`src/rtl/pmt_pkg.sv`:
```
// ----------------------------------------------------------------------------
// pmt_pkg
// Shared widths, codes and types for the page mapping table.
// ----------------------------------------------------------------------------
package pmt_pkg;

  localparam int PAGE_BYTES_DEF    = 4096;
  localparam int TABLE_ENTRIES_DEF = 64;

  localparam int ACTION_W = 2;
  localparam int PID_W    = 15;
  localparam int PAGE_W   = 20;
  localparam int ADDR_W   = 32;
  localparam int FRAME_W  = 16;
  localparam int FCOUNT_W = 17;
  localparam int STATUS_W = 3;
  localparam int PHYS_W   = 28;

  localparam logic [FCOUNT_W-1:0] FCOUNT_RESET = 17'd65536;

  localparam logic [ACTION_W-1:0] ACT_MAP   = 2'd0;
  localparam logic [ACTION_W-1:0] ACT_UNMAP = 2'd1;
  localparam logic [ACTION_W-1:0] ACT_XLATE = 2'd2;
  localparam logic [ACTION_W-1:0] ACT_CLEAR = 2'd3;

  localparam logic [STATUS_W-1:0] ST_OK        = 3'd0;
  localparam logic [STATUS_W-1:0] ST_RANGE     = 3'd1;
  localparam logic [STATUS_W-1:0] ST_NOT_FOUND = 3'd2;
  localparam logic [STATUS_W-1:0] ST_STATE     = 3'd3;
  localparam logic [STATUS_W-1:0] ST_NO_SPACE  = 3'd4;

  // One stored mapping; the valid bit lives in flops beside the memory.
  typedef struct packed {
    logic [PID_W-1:0]   pid;
    logic [PAGE_W-1:0]  page;
    logic [FRAME_W-1:0] frame;
    logic               writable;
  } pmt_entry_t;

  // Commands from the sequencer to the table store.
  typedef struct packed {
    logic rd_en;
    logic wr_en;
    logic clr_one;
    logic clr_all;
  } pmt_cmd_t;

endpackage

```
`src/rtl/pmt_if.sv`:
```
// ----------------------------------------------------------------------------
// pmt_if
// Request and response channels of the page mapping table.
// ----------------------------------------------------------------------------
interface pmt_req_if import pmt_pkg::*; ();
  logic                valid;
  logic                ready;
  logic [ACTION_W-1:0] action;
  logic [PID_W-1:0]    process_id;
  logic [PAGE_W-1:0]   page_number;
  logic [ADDR_W-1:0]   address;
  logic [FRAME_W-1:0]  frame_number;
  logic                write_enable;
  logic                process_live;
  logic                frame_in_use;

  modport source (
    output valid, action, process_id, page_number, address, frame_number,
           write_enable, process_live, frame_in_use,
    input  ready
  );
  modport sink (
    input  valid, action, process_id, page_number, address, frame_number,
           write_enable, process_live, frame_in_use,
    output ready
  );
endinterface

interface pmt_rsp_if import pmt_pkg::*; ();
  logic                valid;
  logic                ready;
  logic [STATUS_W-1:0] status;
  logic [PHYS_W-1:0]   physical_address;

  modport source (output valid, status, physical_address, input ready);
  modport sink (input valid, status, physical_address, output ready);
endinterface

```
`src/rtl/pmt_store.sv`:
```
// ----------------------------------------------------------------------------
// pmt_store
// Mapping memory with registered read and per-entry valid flops.
// ----------------------------------------------------------------------------
module pmt_store import pmt_pkg::*; #(
  parameter int TABLE_ENTRIES = TABLE_ENTRIES_DEF,
  localparam int IDX_W = $clog2(TABLE_ENTRIES)
) (
  input  logic             clk,
  input  logic             rst,
  input  pmt_cmd_t         cmd,
  input  logic [IDX_W-1:0] rd_addr,
  input  logic [IDX_W-1:0] wr_addr,
  input  pmt_entry_t       wr_data,
  output pmt_entry_t       rd_data,
  output logic             rd_valid
);

  pmt_entry_t               mem [TABLE_ENTRIES];
  logic [TABLE_ENTRIES-1:0] valid;

  always_ff @(posedge clk) begin
    if (cmd.wr_en) begin
      mem[wr_addr] <= wr_data;
    end
  end

  always_ff @(posedge clk) begin
    if (cmd.rd_en) begin
      rd_data <= mem[rd_addr];
    end
  end

  // Drop all entries at once on reset or clear.
  always_ff @(posedge clk) begin
    if (rst || cmd.clr_all) begin
      valid <= '0;
    end else begin
      if (cmd.wr_en) begin
        valid[wr_addr] <= 1'b1;
      end
      if (cmd.clr_one) begin
        valid[wr_addr] <= 1'b0;
      end
    end
  end

  always_ff @(posedge clk) begin
    if (rst) begin
      rd_valid <= 1'b0;
    end else if (cmd.rd_en) begin
      rd_valid <= valid[rd_addr];
    end
  end

endmodule

```
`src/rtl/page_mapping_table_translate.sv`:
```
// ----------------------------------------------------------------------------
// page_mapping_table_translate
// Associative (process id, page) -> (frame, writable) table with translate.
// ----------------------------------------------------------------------------
// Usage:
//   req  : valid/ready request channel carrying action, process id, page,
//          address, frame, writable flag and the live/allocated flags.
//   rsp  : valid/ready response channel, one response per request, carrying
//          status and physical address (zero unless a translate succeeds).
//   cfg  : cfg_we/cfg_wdata write frame_count; write only while idle.
// Timing:
//   Clear and requests rejected by the pid/live/frame checks skip the walk
//   and go straight to the response state. Map, unmap and translate walk the
//   table one entry a cycle through the single memory read port; a hit stops
//   the walk for every action.
//   One request is in flight at a time; the next is taken once the response
//   has moved into the output register.
// Reset: all mappings invalid, frame_count = 65536, no response pending.
// Stall: the response holds in the output register while rsp.ready is low;
//   a new request may be accepted and processed, and its response waits.
// ----------------------------------------------------------------------------
module page_mapping_table_translate import pmt_pkg::*; #(
  parameter int PAGE_BYTES    = PAGE_BYTES_DEF,
  parameter int TABLE_ENTRIES = TABLE_ENTRIES_DEF
) (
  input  logic                clk,
  input  logic                rst,
  pmt_req_if.sink             req,
  pmt_rsp_if.source           rsp,
  input  logic                cfg_we,
  input  logic [FCOUNT_W-1:0] cfg_wdata
);

  localparam int IDX_W = $clog2(TABLE_ENTRIES);
  localparam int CNT_W = $clog2(TABLE_ENTRIES + 1);
  localparam int OFF_W = $clog2(PAGE_BYTES);
  localparam logic [IDX_W-1:0] LAST_IDX  = IDX_W'(TABLE_ENTRIES - 1);
  localparam logic [CNT_W-1:0] ENTRY_CNT = CNT_W'(TABLE_ENTRIES);

  localparam logic [1:0] S_IDLE   = 2'd0;
  localparam logic [1:0] S_SCAN   = 2'd1;
  localparam logic [1:0] S_FINISH = 2'd2;
  localparam logic [1:0] S_RESP   = 2'd3;

  logic [1:0]          state;
  logic [FCOUNT_W-1:0] frame_count;

  // Request held for the walk
  logic [ACTION_W-1:0] act;
  logic [PID_W-1:0]    pid;
  logic [PAGE_W-1:0]   key_page;
  logic                key_ok;
  logic [FRAME_W-1:0]  frame;
  logic                wr_flag;
  logic [OFF_W-1:0]    offset;

  // Walk bookkeeping
  logic [CNT_W-1:0] issue;
  logic             cmp_v;
  logic [IDX_W-1:0] cmp_idx;
  logic             hit;
  logic [IDX_W-1:0] hit_idx;
  logic [FRAME_W-1:0] hit_frame;
  logic             free_found;
  logic [IDX_W-1:0] free_idx;

  // Result waiting for the output register, and the output register
  logic [STATUS_W-1:0] res_status;
  logic [PHYS_W-1:0]   res_phys;
  logic                out_valid;
  logic [STATUS_W-1:0] out_status;
  logic [PHYS_W-1:0]   out_phys;

  // Store connections
  pmt_cmd_t         cmd;
  logic [IDX_W-1:0] wr_addr;
  pmt_entry_t       wr_data;
  pmt_entry_t       rd_data;
  logic             rd_valid;

  logic                accept;
  logic                out_load;
  logic [ADDR_W-1:0]   vpage_full;
  logic                pre_done;
  logic [STATUS_W-1:0] pre_status;
  logic                hit_now;
  logic [47:0]         phys_wide;

  assign req.ready = (state == S_IDLE);
  assign accept    = req.valid && req.ready;
  assign out_load  = (state == S_RESP) && (!out_valid || rsp.ready);

  assign rsp.valid            = out_valid;
  assign rsp.status           = out_status;
  assign rsp.physical_address = out_phys;

  // Split the translate address; a page too wide for the key matches nothing.
  assign vpage_full = req.address >> OFF_W;

  // Checks that need no table access, in priority order.
  always_comb begin
    pre_done   = 1'b1;
    pre_status = ST_OK;
    if (req.action == ACT_CLEAR) begin
      pre_status = ST_OK;
    end else if (req.process_id == '0) begin
      pre_status = ST_RANGE;
    end else if (!req.process_live) begin
      pre_status = ST_NOT_FOUND;
    end else if (req.action == ACT_MAP && {1'b0, req.frame_number} >= frame_count) begin
      pre_status = ST_RANGE;
    end else if (req.action == ACT_MAP && !req.frame_in_use) begin
      pre_status = ST_STATE;
    end else begin
      pre_done = 1'b0;
    end
  end

  assign hit_now = cmp_v && rd_valid && key_ok &&
                   (rd_data.pid == pid) && (rd_data.page == key_page);

  assign phys_wide = 48'({hit_frame, offset});

  // Store commands: read while walking, update once in the finish state, and clear all when a clear is accepted.
  always_comb begin
    cmd         = '0;
    cmd.rd_en   = (state == S_SCAN) && (issue < ENTRY_CNT);
    cmd.clr_all = accept && (req.action == ACT_CLEAR);
    cmd.wr_en   = (state == S_FINISH) && (act == ACT_MAP) && !hit && free_found;
    cmd.clr_one = (state == S_FINISH) && (act == ACT_UNMAP) && hit;
    wr_addr     = (act == ACT_MAP) ? free_idx : hit_idx;
    wr_data     = '{pid: pid, page: key_page, frame: frame, writable: wr_flag};
  end

  pmt_store #(
    .TABLE_ENTRIES(TABLE_ENTRIES)
  ) u_store (
    .clk     (clk),
    .rst     (rst),
    .cmd     (cmd),
    .rd_addr (issue[IDX_W-1:0]),
    .wr_addr (wr_addr),
    .wr_data (wr_data),
    .rd_data (rd_data),
    .rd_valid(rd_valid)
  );

  always_ff @(posedge clk) begin
    if (rst) begin
      frame_count <= FCOUNT_RESET;
    end else if (cfg_we) begin
      frame_count <= cfg_wdata;
    end
  end

  // Sequencer
  always_ff @(posedge clk) begin
    if (rst) begin
      state      <= S_IDLE;
      cmp_v      <= 1'b0;
      hit        <= 1'b0;
      free_found <= 1'b0;
    end else begin
      case (state)
        S_IDLE: begin
          if (accept) begin
            cmp_v      <= 1'b0;
            hit        <= 1'b0;
            free_found <= 1'b0;
            issue      <= '0;
            res_status <= pre_status;
            res_phys   <= '0;
            state      <= pre_done ? S_RESP : S_SCAN;
          end
        end
        S_SCAN: begin
          // Issue one read a cycle; compare the entry whose read was issued in the cycle before.
          if (cmd.rd_en) begin
            issue <= issue + CNT_W'(1);
          end
          cmp_v   <= cmd.rd_en;
          cmp_idx <= issue[IDX_W-1:0];
          if (cmp_v) begin
            if (hit_now) begin
              hit       <= 1'b1;
              hit_idx   <= cmp_idx;
              hit_frame <= rd_data.frame;
              state     <= S_FINISH;
            end else begin
              if (!rd_valid && !free_found) begin
                free_found <= 1'b1;
                free_idx   <= cmp_idx;
              end
              if (cmp_idx == LAST_IDX) begin
                state <= S_FINISH;
              end
            end
          end
        end
        S_FINISH: begin
          res_phys <= '0;
          case (act)
            ACT_MAP: begin
              if (hit) begin
                res_status <= ST_STATE;
              end else if (free_found) begin
                res_status <= ST_OK;
              end else begin
                res_status <= ST_NO_SPACE;
              end
            end
            ACT_XLATE: begin
              res_status <= hit ? ST_OK : ST_NOT_FOUND;
              if (hit) begin
                res_phys <= phys_wide[PHYS_W-1:0];
              end
            end
            default: begin
              res_status <= hit ? ST_OK : ST_NOT_FOUND;
            end
          endcase
          state <= S_RESP;
        end
        S_RESP: begin
          if (out_load) begin
            state <= S_IDLE;
          end
        end
        default: begin
          state <= S_IDLE;
        end
      endcase
    end
  end

  // Hold the request fields for the walk.
  always_ff @(posedge clk) begin
    if (accept) begin
      act     <= req.action;
      pid     <= req.process_id;
      frame   <= req.frame_number;
      wr_flag <= req.write_enable;
      offset  <= req.address[OFF_W-1:0];
      if (req.action == ACT_XLATE) begin
        key_page <= vpage_full[PAGE_W-1:0];
        key_ok   <= ((vpage_full >> PAGE_W) == '0);
      end else begin
        key_page <= req.page_number;
        key_ok   <= 1'b1;
      end
    end
  end

  // Output register: hold while the receiver stalls.
  always_ff @(posedge clk) begin
    if (rst) begin
      out_valid <= 1'b0;
    end else if (out_load) begin
      out_valid <= 1'b1;
    end else if (rsp.ready) begin
      out_valid <= 1'b0;
    end
  end

  always_ff @(posedge clk) begin
    if (out_load) begin
      out_status <= res_status;
      out_phys   <= res_phys;
    end
  end

endmodule

```
`src/flat_wrapper.sv`:
```
// flat-port wrapper written by rule: the top's interface ports become plain ports
module page_mapping_table_translate_flat import pmt_pkg::*;
#(
  parameter int PAGE_BYTES    = PAGE_BYTES_DEF,
  parameter int TABLE_ENTRIES = TABLE_ENTRIES_DEF
)
  (clk, rst, cfg_we, cfg_wdata, req_valid, req_action, req_process_id, req_page_number, req_address, req_frame_number, req_write_enable, req_process_live, req_frame_in_use, req_ready, rsp_valid, rsp_status, rsp_physical_address, rsp_ready);
  pmt_req_if req_i ();
  pmt_rsp_if rsp_i ();
  input  logic clk;
  input  logic rst;
  input  logic cfg_we;
  input  logic [FCOUNT_W-1:0] cfg_wdata;
  input wire logic [$bits(req_i.valid)-1:0] req_valid;
  input wire logic [$bits(req_i.action)-1:0] req_action;
  input wire logic [$bits(req_i.process_id)-1:0] req_process_id;
  input wire logic [$bits(req_i.page_number)-1:0] req_page_number;
  input wire logic [$bits(req_i.address)-1:0] req_address;
  input wire logic [$bits(req_i.frame_number)-1:0] req_frame_number;
  input wire logic [$bits(req_i.write_enable)-1:0] req_write_enable;
  input wire logic [$bits(req_i.process_live)-1:0] req_process_live;
  input wire logic [$bits(req_i.frame_in_use)-1:0] req_frame_in_use;
  output wire logic [$bits(req_i.ready)-1:0] req_ready;
  output wire logic [$bits(rsp_i.valid)-1:0] rsp_valid;
  output wire logic [$bits(rsp_i.status)-1:0] rsp_status;
  output wire logic [$bits(rsp_i.physical_address)-1:0] rsp_physical_address;
  input wire logic [$bits(rsp_i.ready)-1:0] rsp_ready;
  assign req_i.valid = req_valid;
  assign req_i.action = req_action;
  assign req_i.process_id = req_process_id;
  assign req_i.page_number = req_page_number;
  assign req_i.address = req_address;
  assign req_i.frame_number = req_frame_number;
  assign req_i.write_enable = req_write_enable;
  assign req_i.process_live = req_process_live;
  assign req_i.frame_in_use = req_frame_in_use;
  assign req_ready = req_i.ready;
  assign rsp_valid = rsp_i.valid;
  assign rsp_status = rsp_i.status;
  assign rsp_physical_address = rsp_i.physical_address;
  assign rsp_i.ready = rsp_ready;
  page_mapping_table_translate #(.PAGE_BYTES(PAGE_BYTES), .TABLE_ENTRIES(TABLE_ENTRIES)) u_core (.clk(clk), .rst(rst), .req(req_i), .rsp(rsp_i), .cfg_we(cfg_we), .cfg_wdata(cfg_wdata));
endmodule
```
`config.mk`:
```
export PLATFORM = sky130hd
export DESIGN_NAME = page_mapping_table_translate_flat
export DESIGN_NICKNAME = d
export VERILOG_FILES = /design/src/rtl/pmt_pkg.sv /design/src/rtl/pmt_if.sv /design/src/rtl/pmt_store.sv /design/src/rtl/page_mapping_table_translate.sv /design/src/flat_wrapper.sv
export SDC_FILE = /design/constraint.sdc
export NUM_CORES = 2
export LEC_CHECK = 0
export BUFFER_PORTS_ARGS = -buffer_cell sky130_fd_sc_hd__buf_2
export CORE_UTILIZATION = 35
export CTS_CLUSTER_DIAMETER = 100
export DETAILED_ROUTE_END_ITERATION = 6
export HOLD_SLACK_MARGIN = 0.12
export PLACE_DENSITY_LB_ADDON = 0.3
export SLEW_MARGIN = 20
export SYNTH_ARGS = -nofsm -noshare
export SYNTH_HDL_FRONTEND = slang
export SYNTH_SLANG_ARGS = --single-unit
```
`constraint.sdc`:
```
create_clock -name clk -period 4.75 [get_ports clk]
set_input_delay 0 -clock clk [delete_from_list [all_inputs] [get_ports clk]]
set_output_delay 0 -clock clk [all_outputs]
set_load 0.005 [all_outputs]
```
---- After elaboration in Yosys (flattened, before gate mapping) ----
Memory sizes are Yosys's and may differ from the RTL's. A register that Yosys moved wholly into a read port is not among the register bits.
Cells that the tools add are included.
operators by class
  mux-type cells .......................... 52
  add/sub/neg operators ................... 1
  reduce and logical (&&, ||, !) cells .... 39
  bitwise logic cells ..................... 5
  equal/unequal tests ..................... 18
  order comparisons ....................... 5
operators by type and width
  cell                                                         number
  two-way mux 64 bit                                           3
  two-way mux 28 bit                                           3
  AND 64 bit                                                   1
  inverter 64 bit                                              1
  bitwise OR 64 bit                                            1
  one-hot mux 28 bit (2 select lines)                          1
  two-way mux 3 bit                                            8
  equality test 20 bit                                         1
  two-way mux 20 bit                                           1
  >= comparator 16 x 17 -> 1 bit                               1
  two-way mux 1 bit                                            17
  logical AND 1 bit                                            16
  two-way mux 2 bit                                            8
  AND reduction 4 bit                                          4
  equality test 15 bit                                         1
  logical NOT 15 bit                                           1
  less-than comparator 6 x 7 -> 1 bit (second input constant)  2
  two-way mux 7 bit                                            2
  one-hot mux 7 bit (2 select lines)                           1
  equality test 2 bit (second input constant)                  5
  AND reduction 5 bit                                          2
  != test 2 x 1 -> 1 bit (second input constant)               4
  one-hot mux 2 bit (4 select lines)                           1
  adder 7 x 1 -> 7 bit (second input constant)                 1
  other kinds (18)                                             34
word-level totals
  input port bits ......................... 110
  memory bits (writable) .................. 3328
  memories kept ........................... 1
  flip-flop bits (word level) ............. 257
  output and inout port bits .............. 33
  word-level logic and storage cells ...... 144
memories
  memory              depth  bits a word  rd ports  clocked after Yosys merged registers in  write ports  RTL line         text
  u_core.u_store.mem  64     52           1         1                                        1            pmt_store.sv:19  pmt_entry_t mem [TABLE_ENTRIES];

---- Depth between registers and ports, before layout ----
  depth in word-level cells ............... 11
  depth in mapped cells ................... 9
  mapped depth without buffers ............ 8

---- Cells and area by module ----
A second synthesis with hierarchy kept.
unflattened totals
  cell total of the unflattened synthesis .. 5580
  area total of the unflattened synthesis .. 138118.7 um2
modules (own cells, without submodules)
  module                        seq. area each (um2)  instances  area an instance (um2)  cells an instance
  pmt_store                     102798.6              1          130457.6                5091
  page_mapping_table_translate  5535.3                1          7661.1                  489

---- Worst setup path after synthesis ----
OpenSTA, ideal clock, no wires.
  path type ............................... register -> register
  start ................................... register u_core.act[1]
  end ..................................... register u_core.u_store.valid[32]
  setup time .............................. 0.068 ns
  path buffers ............................ 2
  arrival ................................. 4.323 ns
  path slack .............................. 0.359 ns
  cell stages (with the launch flop) ...... 9
  required time ........................... 4.682 ns
  clock period less this slack ............ 4.391 ns
  path through ............................ edfxtp_1 > nor2_1 > clkbuf_1 > nand2_1 > o31ai_1 > nand2_1 > clkbuf_1 > nor2_1 > o221a_2
on the way
  longest elaborated chain between the ends .. 11
  elaborated cells between the ends (all ways) .. 19
  those cells by class .................... 2 x order compare; 1 x eq/ne; 6 x mux; 3 x bitwise; 7 x reduce/logical
RTL lines
  element                                                                                                    RTL line                                                                  text
  start, declared                                                                                            page_mapping_table_translate.sv:49                                        logic [ACTION_W-1:0] act;
  start signal, assigned                                                                                     page_mapping_table_translate.sv:239                                       act <= req.action;
  logical NOT 2 bit                                                                                          page_mapping_table_translate.sv:129, page_mapping_table_translate.sv:131
  two-way mux 6 bit                                                                                          page_mapping_table_translate.sv:131                                       wr_addr = (act == ACT_MAP) ? free_idx : hit_idx;
  less-than comparator 6 x 7 -> 1 bit (not written as such) or >= comparator 6 x 1 -> 1 bit (tied branches)  pmt_store.sv:40, pmt_store.sv:43
  logical AND 1 bit (not written as such)                                                                    pmt_store.sv:40, pmt_store.sv:43
  two-way mux 1 bit (not written as such)                                                                    pmt_store.sv:40, pmt_store.sv:43
  demux 1 bit (select 6 bit)                                                                                 pmt_store.sv:40, pmt_store.sv:43
  bitwise OR 64 bit (no source line)                                                                         -
  two-way mux 64 bit                                                                                         pmt_store.sv:39                                                           if (cmd.wr_en) begin
  two-way mux 64 bit                                                                                         pmt_store.sv:36                                                           if (rst || cmd.clr_all) begin
  AND 64 bit (no source line)                                                                                -
  two-way mux 64 bit *                                                                                       pmt_store.sv:42                                                           if (cmd.clr_one) begin
  end signal, assigned                                                                                       pmt_store.sv:37                                                           valid <= '0;
  end signal, assigned by index                                                                              pmt_store.sv:40                                                           valid[wr_addr] <= 1'b1;
  end signal, assigned by index                                                                              pmt_store.sv:43                                                           valid[wr_addr] <= 1'b0;
  end, declared                                                                                              pmt_store.sv:20                                                           logic [TABLE_ENTRIES-1:0] valid;
Mark *: on every way between the ends. The rest lies on a longest branch, timed or not. The select of a mux whose other input is x is not followed.
A chain may end at the register's enable or synchronous reset.

---- Final worst setup path ----
  start ................................... register u_core.state[0]
  end ..................................... memory u_core.u_store.mem[19][44] in the netlist's numbering, enable pin
on the way
  longest elaborated chain between the ends .. 6
RTL lines
  element                                  RTL line                             text
  start, declared                          page_mapping_table_translate.sv:45   logic [1:0] state;
  start signal, assigned                   page_mapping_table_translate.sv:173  state <= pre_done ? S_RESP : S_SCAN;
  equality test 2 bit                      page_mapping_table_translate.sv:129  cmd.wr_en = (state == S_FINISH) && (act == ACT_MAP) && !hit && free_found;
  logical AND 1 bit (3 in series)          page_mapping_table_translate.sv:129
  two-way mux 1 bit                        pmt_store.sv:23                      if (cmd.wr_en) begin
  two-way mux 1 bit (not written as such)  pmt_store.sv:24                      mem[wr_addr] <= wr_data;
  end, declared                            pmt_store.sv:19
Every way passes these cells.

==> results.md <==
* Final ANT Viol Nets at 0
* Area contributors post-synth: edfxtp_1 (77%), mux4_2 (17%), dfxtp_1 (1.3%)
* Clk root buf: clkbuf_16
* Most frequent cells in the layout: edfxtp_1 (3483), mux4_2 (1039), clkbuf_16 (369), dlygate4sd3_1 (253), buf_4 (181)
* Die Span Y at 624.0 µm
* EDFF count, synth at 3483
* DR vias at 64720
* Worst slack on hold paths at 0.2468 ns
* Effective utilization at floorplan at 35.13%
* Syn Inst Count at 5534
* Avg WL per Cell at 31.14 µm
* Seq/Total Area, Yosys at 78.55%
* Worst skew pair latency at 0.93 ns
* Rows at 228
* CP Launch Type: register
* Rel. slew slack at 22.79%
* Max-slew violations at 0
* Pwr dens at 502.8 nW/µm²
* Most frequent CP cell: nand2_1
* Worst Hold Class: input pin to register
* Worst-path clk slew at 0.06 ns
* Setup Skew at 0.03209 ns
* Yosys reg bits at 3571
* H-tree levels at 5
* R2R Path End: u_core.u_store.mem[19][44]$_DFFE_PP_
* Ys flop type: edfxtp_1
* Commonest non-fill, non-tap cell in the layout: edfxtp_1
* Outcome: finished clean
* Maximum clock frequency at 257.2 MHz
* First-pass GRT wire length at 510800 µm
* Yosys top cell area share at 77.25%
* Largest net degree at the start of global routing at 93
* Avg Synthesized Cell Area at 24.47 µm²
* Worst VDD drop at 0.3738 mV
* PnR worst setup slack at 0.8617 ns
* Gpl congestion at 0.7830
* DPL Wire Length at 194300 µm
* CTS tree: yes
* Vias in the first global route at 65880
* Final setup violation count at 0
* Synthesis-to-finish area growth at 18.09%
* Hold-fix buffers, CTS at 253
* Die area at 389300 µm²
* Postcts setup bufs at 0
* CP Class: register to register
* Slew @ Worst Pin at 1.155 ns
* Clock buffer depth at 4
* Remaining DRCs at 0
* Clk sinks at 3571
* DR pass1 iterations at 5
* CP Cell Sequence: inv_1 -> ha_1 -> nor4b_1 -> nand2_1 -> nor2_1 -> nand2_1 -> nor2_4 -> buf_12
* Final Hold Viols at 0
* Critical path data required time at 5.32 ns
* Setup crit start: u_core.state[0]$_SDFFE_PP0P_
* Post-synthesis net count at 5666
* Fin crit share at 81.86%
* Share of post-route cells with drive strength above 1 at 32.60%
* Critical path endpoint category: register
* Post-synthesis cell type count at 48
* Initial antenna violation count at 13
* Async set-reset flop share out of synthesis at 0%
* Core area at 385400 µm²
* Hold Startpoint: req_action[1]
* Reg-to-Reg Start: u_core.state[0]$_SDFFE_PP0P_
* Flop2flop setup slack at 0.86 ns
* PostCTS Resize Cnt at 0
* R2R cell count at 8
* Yosys top cell by area: edfxtp_1
* Crit-path max FO at 28
* Final wirelength at 366600 µm
* Largest stage delay, worst path at 0.76 ns
* Gr ovfl total at 0
* Synth warnings at 0
* DRT iter0 DRCs at 7806
* Mapped cell area at 135400 µm²
* Top-Level Pins at 143
* TritonCTS Buffers at 361
* Overall Global Routing Usage at 18.54%
* Input/output buffers at 141
* Die Wd at 624.0 µm
* Setup TNS at 0 ns
* RSZ-0062 raised after global routing: false
* CP max stage cell: nor4b_1
* Critical Path AT at 4.46 ns
* Vias per cell at 5.497
* Min Tclk post-route at 3.888 ns
* Nets at 6436
* Worst slack, placed at 0.9338 ns
* # Max-Cap Violations at 0
* Leak at 49.47 nW
* Worst setup path end: u_core.u_store.mem[19][44]$_DFFE_PP_
==> per-stage QoR <==
| stage | std cells | area [µm²] | total power, mW | util, % |
|---|---|---|---|---|
| 2_1_floorplan | 5534 | 135400 | 47.39 | - |
| 3_3_place_gp | 10860 | 145500 | 52.13 | 37.75 |
| 3_5_place_dp | 10860 | 145500 | 52.35 | 37.75 |
| 4_1_cts | 11770 | 159900 | 81.12 | 41.48 |
| 5_1_grt | 11770 | 159900 | 82.95 | 41.49 |
| 6_report | 11770 | 159900 | 80.40 | 41.49 |
==> sequential cells by signal, indices dropped and copies added (netlist names), 6 cells and up <==
| signal | flops |
|---|---|
| u_core.hit_frame | 16 |
| u_core.issue | 7 |
| u_core.cmp_idx | 6 |
| u_core.offset | 12 |
| u_core.rsp.physical_address | 28 |
| u_core.res_phys | 28 |
| u_core.u_store.valid | 64 |
| u_core.frame_count | 17 |
| u_core.pid | 15 |
| u_core.u_store.mem | 3264 |
| u_core.frame | 16 |
| u_core.key_page | 20 |
| u_core.free_idx | 6 |
| u_core.u_store.rd_data | 51 |
| u_core.hit_idx | 6 |
==> synth_stat cells, drive strengths merged, types with 8 or more instances <==
cell,number
dfxtp,88
nor2,99
buf,119
inv,26
edfxtp,3483
mux2,22
a21oi,14
nor2b,9
and2,36
xnor2,36
nand3,8
o21ai,12
ha,22
nand2b,8
o221a,64
mux2i,19
clkbuf,166
mux4,1039
nand2,98
nand4,13
a22oi,103
==> routing by layer <==
| metal | GRT usage [%] | vias up | share of wire [%] |
|---|---|---|---|
| met4 | 5.431 | 0 | 3.1 |
| met5 | 0 | - | 0 |
| met1 | 26.23 | 35840 | 42 |
| li1 | - | 25540 | - |
| met3 | 2.840 | 605 | 7.2 |
| met2 | 29.79 | 2735 | 48 |
==> final cells by class <==
cell class / instances / area, µm²
Clock buffer: 437 / 9499
Tap cell: 5175 / 6475
Antenna cell: 2 / 5.005
Timing Repair Buffer: 692 / 6947
Inverter: 26 / 101.3
Fill cell: 32950 / 225500
Sequential cell: 3571 / 106400
Clock inverter: 218 / 2345
Multi-Input combinational cell: 1652 / 28170
==> worst max-delay path: cells and delay by family (launching register included) <==
family	cells	cell delay (ns)
AND/OR/NAND/NOR	5	2.34
buffers and inverters	2	0.46
adder cells (fa/ha/maj)	1	0.29
flip-flops	1	0.35
==> cells by family (layout without fill, tap and decap cells) <==
| family | after synthesis | count (layout) | share of synthesized area, % |
|---|---|---|---|
| flip-flops | 3571 | 3571 | 78.55 |
| AO/OA/AOI/OAI | 213 | 213 | 1.312 |
| AND/OR/NAND/NOR | 297 | 297 | 1.011 |
| adder cells (fa/ha/maj) | 22 | 22 | 0.2033 |
| buffers and inverters | 311 | 1373 | 1.056 |
| other | 0 | 2 | 0 |
| multiplexers | 1080 | 1080 | 17.61 |
| XOR/XNOR | 40 | 40 | 0.2588 |
==> how the worst min path moves through the flow <==
| stage | end | cells past startpoint | slack (ns) |
|---|---|---|---|
| floorplan | u_core.act[0]$_DFFE_PP_ | 0 | 0.1 |
| global placement | u_core.offset[3]$_DFFE_PP_ | 1 | 0.18 |
| detailed placement | u_core.offset[9]$_DFFE_PP_ | 1 | 0.18 |
| CTS | u_core.state[0]$_SDFFE_PP0P_ | 3 | 0.19 |
| global route | u_core.res_status[1]$_DFFE_PP_ | 5 | 0.27 |
| finish | u_core.res_status[1]$_DFFE_PP_ | 5 | 0.25 |
==> report_power, final <==
part | switching (mW) | internal, mW | leakage [nW]
Sequential | 0.305 | 36.6 | 32.1
Combinational | 8.26 | 6.54 | 11.6
Clock | 12.0 | 16.7 | 5.78
Total | 20.6 | 59.8 | 49.5
No activity file was read; power rests on OpenSTA's default activity.
